==> src/base64_stream_decoder_defines.svh <==
// Assertion macros shared by the base64 decoder modules.
`ifndef BASE64_STREAM_DECODER_DEFINES_SVH
`define BASE64_STREAM_DECODER_DEFINES_SVH

// Same-cycle implication, checked out of reset.
`define B64D_ASSERT_IMPL(lbl, ante, cons, msg) \
	lbl: assert property (@(posedge clk) disable iff (!arst_n) (ante) |-> (cons)) \
		else $error(msg);

// Next-cycle implication, checked out of reset.
`define B64D_ASSERT_NEXT(lbl, ante, cons, msg) \
	lbl: assert property (@(posedge clk) disable iff (!arst_n) (ante) |=> (cons)) \
		else $error(msg);

`endif

==> src/b64d_pkg.sv <==
// Types, constants and the character classifier of the base64 decoder.
package b64d_pkg;

	localparam logic [7:0] PAD_CHAR = 8'h3D;

	localparam logic [1:0] SLOT_0 = 2'd0;
	localparam logic [1:0] SLOT_1 = 2'd1;
	localparam logic [1:0] SLOT_2 = 2'd2;
	localparam logic [1:0] LAST_CHAR = 2'd3;

	typedef struct packed {
		logic       bad;
		logic [5:0] idx;
	} b64d_class_t;

	// One completed group: three candidate bytes and which optional ones go out.
	typedef struct packed {
		logic [7:0] b0;
		logic [7:0] b1;
		logic [7:0] b2;
		logic       emit1;
		logic       emit2;
	} b64d_group_t;

	function automatic b64d_class_t classify(input logic [7:0] c);
		b64d_class_t r;
		r.bad = 1'b0;
		r.idx = 6'd0;
		priority if (c >= 8'h41 && c <= 8'h5A) begin
			r.idx = 6'(c - 8'h41);
		end else if (c >= 8'h61 && c <= 8'h7A) begin
			r.idx = 6'(c - 8'h61 + 8'd26);
		end else if (c >= 8'h30 && c <= 8'h39) begin
			r.idx = 6'(c - 8'h30 + 8'd52);
		end else if (c == 8'h2B) begin
			r.idx = 6'd62;
		end else if (c == 8'h2F) begin
			r.idx = 6'd63;
		end else if (c == PAD_CHAR) begin
			r.idx = 6'd0;
		end else begin
			r.bad = 1'b1;
		end
		return r;
	endfunction

endpackage

==> src/b64d_front.sv <==
// Front end: classifies characters, gathers groups of four, queues finished groups.
`include "base64_stream_decoder_defines.svh"

module b64d_front (
	input  logic                 clk,
	input  logic                 arst_n,
	input  logic                 push,
	output logic                 full,
	input  logic [7:0]           char_code,
	input  logic                 end_of_text,
	output logic                 grp_push,
	output b64d_pkg::b64d_group_t grp_data,
	input  logic                 grp_full
);
	import b64d_pkg::*;

	logic [5:0]  held_q [3];
	logic [1:0]  count_q;
	logic        invalid_q;
	logic        third_pad_q;
	logic        accept;
	logic        is_pad;
	logic        group_done;
	b64d_class_t cls;

	assign cls        = classify(char_code);
	assign is_pad     = (char_code == PAD_CHAR);
	assign group_done = (count_q == LAST_CHAR);
	// only the closing character of a group needs room in the queue
	assign full       = grp_full & group_done;
	assign accept     = push & ~full;
	assign grp_push   = accept & group_done & ~(invalid_q | cls.bad);

	always_comb begin
		grp_data.b0    = {held_q[0], held_q[1][5:4]};
		grp_data.b1    = {held_q[1][3:0], held_q[2][5:2]};
		grp_data.b2    = {held_q[2][1:0], cls.idx};
		grp_data.emit1 = ~third_pad_q;
		grp_data.emit2 = ~is_pad;
	end

	always_ff @(posedge clk) begin
		if (accept) begin
			unique case (count_q)
				SLOT_0:    held_q[0] <= cls.idx;
				SLOT_1:    held_q[1] <= cls.idx;
				SLOT_2:    held_q[2] <= cls.idx;
				default: ;
			endcase
		end
	end

	always_ff @(posedge clk or negedge arst_n) begin
		if (!arst_n) begin
			count_q     <= 2'd0;
			invalid_q   <= 1'b0;
			third_pad_q <= 1'b0;
		end else if (accept) begin
			if (group_done || end_of_text) begin
				count_q     <= 2'd0;
				invalid_q   <= 1'b0;
				third_pad_q <= 1'b0;
			end else begin
				count_q   <= count_q + 2'd1;
				invalid_q <= invalid_q | cls.bad;
				if (count_q == SLOT_2) begin
					third_pad_q <= is_pad;
				end
			end
		end
	end

	`B64D_ASSERT_NEXT(a_eot_clears, accept && end_of_text, count_q == 2'd0 && !invalid_q, "end of text left a partial group")
	`B64D_ASSERT_IMPL(a_push_room, grp_push, !grp_full, "group pushed into a full queue")

endmodule

==> src/b64d_queue.sv <==
// Short queue of finished groups between the front and back ends.
`include "base64_stream_decoder_defines.svh"

module b64d_queue #(
	parameter int DEPTH = 4
) (
	input  logic                  clk,
	input  logic                  arst_n,
	input  logic                  push,
	input  b64d_pkg::b64d_group_t wdata,
	output logic                  full,
	input  logic                  pop,
	output b64d_pkg::b64d_group_t rdata,
	output logic                  empty
);
	import b64d_pkg::*;

	localparam int PTR_W = $clog2(DEPTH);
	localparam int CNT_W = $clog2(DEPTH + 1);

	b64d_group_t      mem_q [DEPTH];
	logic [PTR_W-1:0] wr_ptr_q;
	logic [PTR_W-1:0] rd_ptr_q;
	logic [CNT_W-1:0] cnt_q;
	logic             do_push;
	logic             do_pop;

	assign full    = (cnt_q == CNT_W'(DEPTH));
	assign empty   = (cnt_q == '0);
	assign do_push = push & ~full;
	assign do_pop  = pop & ~empty;
	assign rdata   = mem_q[rd_ptr_q];

	always_ff @(posedge clk) begin
		if (do_push) begin
			mem_q[wr_ptr_q] <= wdata;
		end
	end

	always_ff @(posedge clk or negedge arst_n) begin
		if (!arst_n) begin
			wr_ptr_q <= '0;
			rd_ptr_q <= '0;
			cnt_q    <= '0;
		end else begin
			if (do_push) begin
				wr_ptr_q <= (wr_ptr_q == PTR_W'(DEPTH - 1)) ? '0 : wr_ptr_q + 1'b1;
			end
			if (do_pop) begin
				rd_ptr_q <= (rd_ptr_q == PTR_W'(DEPTH - 1)) ? '0 : rd_ptr_q + 1'b1;
			end
			if (do_push && !do_pop) begin
				cnt_q <= cnt_q + 1'b1;
			end else if (do_pop && !do_push) begin
				cnt_q <= cnt_q - 1'b1;
			end
		end
	end

	`B64D_ASSERT_IMPL(a_cnt_range, 1'b1, cnt_q <= CNT_W'(DEPTH), "queue count beyond depth")

endmodule

==> src/b64d_back.sv <==
// Back end: walks each queued group and sends its bytes out one request at a time.
`include "base64_stream_decoder_defines.svh"

module b64d_back (
	input  logic                  clk,
	input  logic                  arst_n,
	input  b64d_pkg::b64d_group_t grp_data,
	input  logic                  grp_empty,
	output logic                  grp_pop,
	output logic                  empty,
	input  logic                  pop,
	output logic [7:0]            data_byte,
	output logic [1:0]            byte_slot,
	output logic                  group_end
);
	import b64d_pkg::*;

	b64d_group_t cur_q;
	logic        cur_valid_q;
	logic [1:0]  slot_q;
	logic        out_valid_q;
	logic [7:0]  out_byte_q;
	logic [1:0]  out_slot_q;
	logic        out_end_q;
	logic        out_ready;
	logic        emit;
	logic        cur_last;
	logic [1:0]  nxt_slot;
	logic [7:0]  sel_byte;

	assign out_ready = ~out_valid_q | pop;
	assign emit      = cur_valid_q & out_ready;
	assign grp_pop   = ~grp_empty & (~cur_valid_q | (emit & cur_last));

	always_comb begin
		cur_last = 1'b1;
		nxt_slot = SLOT_2;
		sel_byte = '0;
		unique case (slot_q)
			SLOT_0: begin
				cur_last = ~cur_q.emit1 & ~cur_q.emit2;
				nxt_slot = cur_q.emit1 ? SLOT_1 : SLOT_2;
				sel_byte = cur_q.b0;
			end
			SLOT_1: begin
				cur_last = ~cur_q.emit2;
				sel_byte = cur_q.b1;
			end
			SLOT_2: begin
				sel_byte = cur_q.b2;
			end
			default: ;
		endcase
	end

	always_ff @(posedge clk) begin
		if (grp_pop) begin
			cur_q <= grp_data;
		end
		if (emit) begin
			out_byte_q <= sel_byte;
			out_slot_q <= slot_q;
			out_end_q  <= cur_last;
		end
	end

	always_ff @(posedge clk or negedge arst_n) begin
		if (!arst_n) begin
			cur_valid_q <= 1'b0;
			slot_q      <= SLOT_0;
			out_valid_q <= 1'b0;
		end else begin
			// load the next group as the current one drains
			if (grp_pop) begin
				cur_valid_q <= 1'b1;
				slot_q      <= SLOT_0;
			end else if (emit && cur_last) begin
				cur_valid_q <= 1'b0;
			end else if (emit) begin
				slot_q <= nxt_slot;
			end
			if (emit) begin
				out_valid_q <= 1'b1;
			end else if (pop) begin
				out_valid_q <= 1'b0;
			end
		end
	end

	assign empty     = ~out_valid_q;
	assign data_byte = out_byte_q;
	assign byte_slot = out_slot_q;
	assign group_end = out_end_q;

	`B64D_ASSERT_IMPL(a_slot2_wanted, cur_valid_q && slot_q == SLOT_2, cur_q.emit2, "slot 2 reached on a padded group")
	`B64D_ASSERT_IMPL(a_slot1_wanted, cur_valid_q && slot_q == SLOT_1, cur_q.emit1, "slot 1 reached on a padded group")
	`B64D_ASSERT_IMPL(a_out_slot, out_valid_q, out_slot_q != LAST_CHAR, "output carries slot 3")

endmodule

==> src/base64_stream_decoder.sv <==
// Top level of the streaming base64 decoder.
// Takes one base64 character per cycle while full is low and returns decoded bytes with
// their slot in the group and a mark on the group's last byte; '=' counts as zero and
// suppresses slot 1 or 2 when it stands third or fourth, a group with any invalid
// character yields nothing, and end_of_text drops a partial group. A finished group is
// written into the group queue, then into the back end's current group, then into
// the output register; bytes go out one per cycle while pop keeps up, so at most
// three bytes per four characters keep pace with the input. full rises only on the fourth
// character of a group while the group queue of QUEUE_DEPTH entries is full.
module base64_stream_decoder #(
	parameter int QUEUE_DEPTH = 4
) (
	input  logic       clk,
	input  logic       arst_n,
	input  logic       push,
	output logic       full,
	input  logic [7:0] char_code,
	input  logic       end_of_text,
	output logic       empty,
	input  logic       pop,
	output logic [7:0] data_byte,
	output logic [1:0] byte_slot,
	output logic       group_end
);
	import b64d_pkg::*;

	b64d_group_t grp_wdata;
	b64d_group_t grp_rdata;
	logic        grp_push;
	logic        grp_full;
	logic        grp_pop;
	logic        grp_empty;

	b64d_front u_front (
		.clk         (clk),
		.arst_n      (arst_n),
		.push        (push),
		.full        (full),
		.char_code   (char_code),
		.end_of_text (end_of_text),
		.grp_push    (grp_push),
		.grp_data    (grp_wdata),
		.grp_full    (grp_full)
	);

	b64d_queue #(
		.DEPTH (QUEUE_DEPTH)
	) u_queue (
		.clk    (clk),
		.arst_n (arst_n),
		.push   (grp_push),
		.wdata  (grp_wdata),
		.full   (grp_full),
		.pop    (grp_pop),
		.rdata  (grp_rdata),
		.empty  (grp_empty)
	);

	b64d_back u_back (
		.clk       (clk),
		.arst_n    (arst_n),
		.grp_data  (grp_rdata),
		.grp_empty (grp_empty),
		.grp_pop   (grp_pop),
		.empty     (empty),
		.pop       (pop),
		.data_byte (data_byte),
		.byte_slot (byte_slot),
		.group_end (group_end)
	);

endmodule
==> config.mk <==
export PLATFORM = sky130hd
export DESIGN_NAME = base64_stream_decoder
export DESIGN_NICKNAME = d
export VERILOG_FILES = /design/src/b64d_pkg.sv /design/src/b64d_front.sv /design/src/b64d_queue.sv /design/src/b64d_back.sv /design/src/base64_stream_decoder.sv
export VERILOG_INCLUDE_DIRS = /design/src /design/src/src
export SDC_FILE = /design/constraint.sdc
export NUM_CORES = 1
export LEC_CHECK = 0
export BUFFER_PORTS_ARGS = -buffer_cell sky130_fd_sc_hd__buf_2
export CAP_MARGIN = 5
export CORE_MARGIN = 2
export CORE_UTILIZATION = 60
export CTS_CLUSTER_DIAMETER = 150
export CTS_CLUSTER_SIZE = 8
export DETAILED_ROUTE_END_ITERATION = 16
export PLACE_DENSITY = 0.78
export SLEW_MARGIN = 20
export SYNTH_ARGS = -nofsm -noshare
export SYNTH_HDL_FRONTEND = slang
export SYNTH_SLANG_ARGS = --single-unit
==> constraint.sdc <==
create_clock -name clk -period 3.1 [get_ports clk]
set_input_delay 0.31 -clock clk [delete_from_list [all_inputs] [get_ports clk]]
set_output_delay 0.31 -clock clk [all_outputs]
set_load 0.05 [all_outputs]
==> results.md <==
- Status: finished clean
- Std cell rows: 39
- Via count: 3410
- Post-Route Setup TNS: 0 ns
- EDFF count, synth: 159
- Iter 0 DRT Violations: 298
- Min-delay worst type: input port to flop
- Crit path max-delay family: compound AO/OA/AOI/OAI gates
- Worst skew pair latency: 0.42 ns
- CP max stage delay: 0.39 ns
- Die outline width: 111.8 um
- Post-Synth XOR/XNOR Area: 0.007539
- Post-DP HPWL: 7.370 mm
- Effective utilization at floorplan: 0.6131
- Fmax: 0.3939 GHz
- Final hold violations: 0
- Die area: 12500 um^2
- Worst Path Class, Setup: input port to flop
- Fin area: 7931 um^2
- Seq cells post-synth: 174
- Multi-input gate area: 1688 um^2
- Routed length on met1: 5.087 mm
- Worst Path Required: 3.41 ns
- Post-Synth Adder-Cell Area: 0.03698
- Nets: 455
- Number of global-route vias before repair: 3630
- Max Cap Viol: 0
- Number of remaining DRC errors: 0
- Tot GR Track Use: 0.2102
- Post-synthesis mux area share: 0.1046
- Clock sinks: 174
- First-pass GRT wire length: 19.32 mm
- CP max FO: 8
- Post CTS Setup Buffer Count: 0
- Post-synthesis compound-gate area fraction: 0.04523
- Critical Path AT: 2.85 ns
- Synth warn: 0
- Asr flop ratio synth: 0.08621
- Ys flop type: edfxtp_1
- Highest metal used: met4
- CP bufs+invs: 3
- Max clock buf depth: 2
- Slew HR: 0.3971
- Sequential share of the synthesized area: 0.7388
- Setup-failing EPs final: 0
- Reg area: 5150 um^2
- Ratio of final minimum period to clock period: 0.8190
- Filler Cells Inserted: 692
- Syn Inst Count: 379
- Worst-Margin Slew: 0.8982 ns
- Number of diodes: 0
- I/O pin cnt: 26
- Pin count of the biggest net entering global routing: 30
- Clock Skews: 0.009551 ns
- CTS tree: built
- P&R area growth vs syn: 13.79%
- # H-tree levels: 4
- Num CTS Buffers: 17
- Slew Limit Fails: 0
- Synth Area in Simple Gates: 0.04775
- Detail Route Antenna Nets: 0
- Die Ht: 111.8 um
- Final WL: 12.16 mm
- Slowest stage cell, crit path: o31a_4
- GPL Wtd Cong: 0.8288
- Max IR drop VDD: 0.7408 mV
- Most common cell after layout, fill and taps aside: edfxtp_1
- Mapped Nets: 412
- Core area: 11370 um^2
- Layout cell share with drive strength beyond 1: 0.2535
- Lkg Pwr: 2.806 nW
- Mean instance size in the synthesized netlist: 18.39 um^2
- RSZ-0062 raised after global routing: no
- Critical Path Start Type: input port
- Vias per cell: 5.910
- Initial antenna violation count: 0
- Worst Setup End Kind: flop
- Critical-path cell list: buf_2 > inv_1 > ha_1 > a21oi_1 > a311o_1 > and3b_1 > o31a_4 > ha_1 > inv_1 > fa_1 > mux2_2
- Tmin final: 2.539 ns
- Largest family of logic cells by synthesized area: multiplexers
- Power Density: 860.5 nW/um^2
- Cell Area, Placed: 7305 um^2
- Post-synthesis cell area: 6970 um^2
- Drt first pass iters: 6
- Root buf cell: clkbuf_16
- Synth unique cells: 52
- Met3 routed wirelength: 609 um
- Remaining Overflow, GRT: 0
- Met2 wire len: 6.284 mm
- Reg2reg setup slack: 0.57 ns
- Power, Total: 6.825 mW
- Routed len/inst: 21.08 um
- Port-buffer cells: 25
- Most frequent cells in the layout: edfxtp_1, mux4_2, buf_2, inv_1
- Reg clk slew, reported paths: 0.06 ns
[worst reg2reg max path, cell delays in order, from the launching register on]
cell and delay, ns:
dfrtp_1 0.39, nand2b_1 0.18, a21oi_1 0.33, o21ai_0 0.22
o31ai_1 0.17, ha_1 0.26, inv_1 0.07, fa_1 0.43
xor2_1 0.15, nor2_1 0.11, xor2_1 0.15
[per-layer routing]
| layer | vias up | GRT usage |
|---|---|---|
| met2 | 123 | 0.3503 |
| met5 | - | 0 |
| met1 | 1703 | 0.2707 |
| li1 | 1566 | - |
| met3 | 18 | 0.05934 |
| met4 | 0 | 0.06996 |
[cell usage after synthesis, types with 5 or more instances]
library cell | count | share of area
nor2_1 | 12 | 0.0065
edfxtp_1 | 159 | 0.68
a21oi_1 | 5 | 0.0036
and2_1 | 5 | 0.0045
mux4_2 | 26 | 0.084
inv_1 | 20 | 0.011
dfrtp_1 | 15 | 0.054
o21ai_0 | 19 | 0.014
nand2_1 | 17 | 0.0092
mux2i_1 | 8 | 0.011
ha_1 | 19 | 0.034
[cell families after synthesis]
| logic type | count (synthesis) |
|---|---|
| buffers and inverters | 32 |
| adders and majority gates | 20 |
| DFF | 174 |
| and+or+nand+nor | 62 |
| AOI/OAI and AO/OA | 46 |
| xor gates and xnor gates | 6 |
| muxes | 39 |
[final timing paths]
| path | from | endpoint | cells past startpoint |
|---|---|---|---|
| max in group asynchronous | arst_n | u_front.third_pad_q | 2 |
| min in group asynchronous | arst_n | u_queue.cnt_q[2] | 2 |
| worst min register to register | u_front.held_q[0][3] | u_queue.mem_q[3][23] | 0 |
| worst max register to register | u_back.slot_q[0] | u_queue.cnt_q[2] | 10 |
| worst min-delay path | pop | u_back.out_valid_q | 3 |
| worst max-delay path | char_code[2] | u_queue.cnt_q[1] | 11 |
[cell type report]
type / instances / share of cell area
tap: 143 / 0.02256
multi-input combinational: 173 / 0.2128
clock buffer: 17 / 0.05364
clock inverter: 14 / 0.02414
timing repair buffer: 36 / 0.02808
inverter: 20 / 0.009465
sequential: 174 / 0.6493
[timing repair]
item / 4_1_cts / 5_1_grt
hold buffers: 1 / 0
resized for setup: 0 / 0
endpoints found under the hold margin: 15 / 0
setup endpoints to repair: 0 / 0
[sequential cells by signal (all words and copies together) (netlist names), 2 cells and up]
| register | cells |
|---|---|
| u_front.held_q | 18 |
| u_queue.wr_ptr_q | 2 |
| u_queue.mem_q | 104 |
| u_front.count_q | 2 |
| u_back.data_byte | 8 |
| u_back.cur_q | 26 |
| u_back.slot_q | 2 |
| u_queue.cnt_q | 3 |
| u_queue.rd_ptr_q | 2 |
| u_back.byte_slot | 2 |
[where the power goes]
| group | leakage, nW | internal (mW) | total (mW) | switching, mW |
|---|---|---|---|---|
| sequential | 1.65 | 3.00 | 3.14 | 0.138 |
| combinational | 0.854 | 0.578 | 1.49 | 0.913 |
| clock | 0.299 | 1.35 | 2.19 | 0.844 |
| total | 2.81 | 4.93 | 6.82 | 1.90 |
[per-stage QoR]
stage | instances | setup slack, ns | utilization | hold slack, ns
5_1_grt | 577 | 0.4283 | 0.6976 | 0.2189
4_1_cts | 577 | 0.5736 | 0.6976 | 0.1763
3_3_place_gp | 545 | 0.1625 | 0.6425 | 0.2250
2_1_floorplan | 379 | 0.1561 | - | 0.01441
3_5_place_dp | 545 | 0.1378 | 0.6425 | 0.2382
6_report | 577 | 0.5611 | 0.6976 | 0.1842
Note: power is estimated with default switching activity, not from simulation.
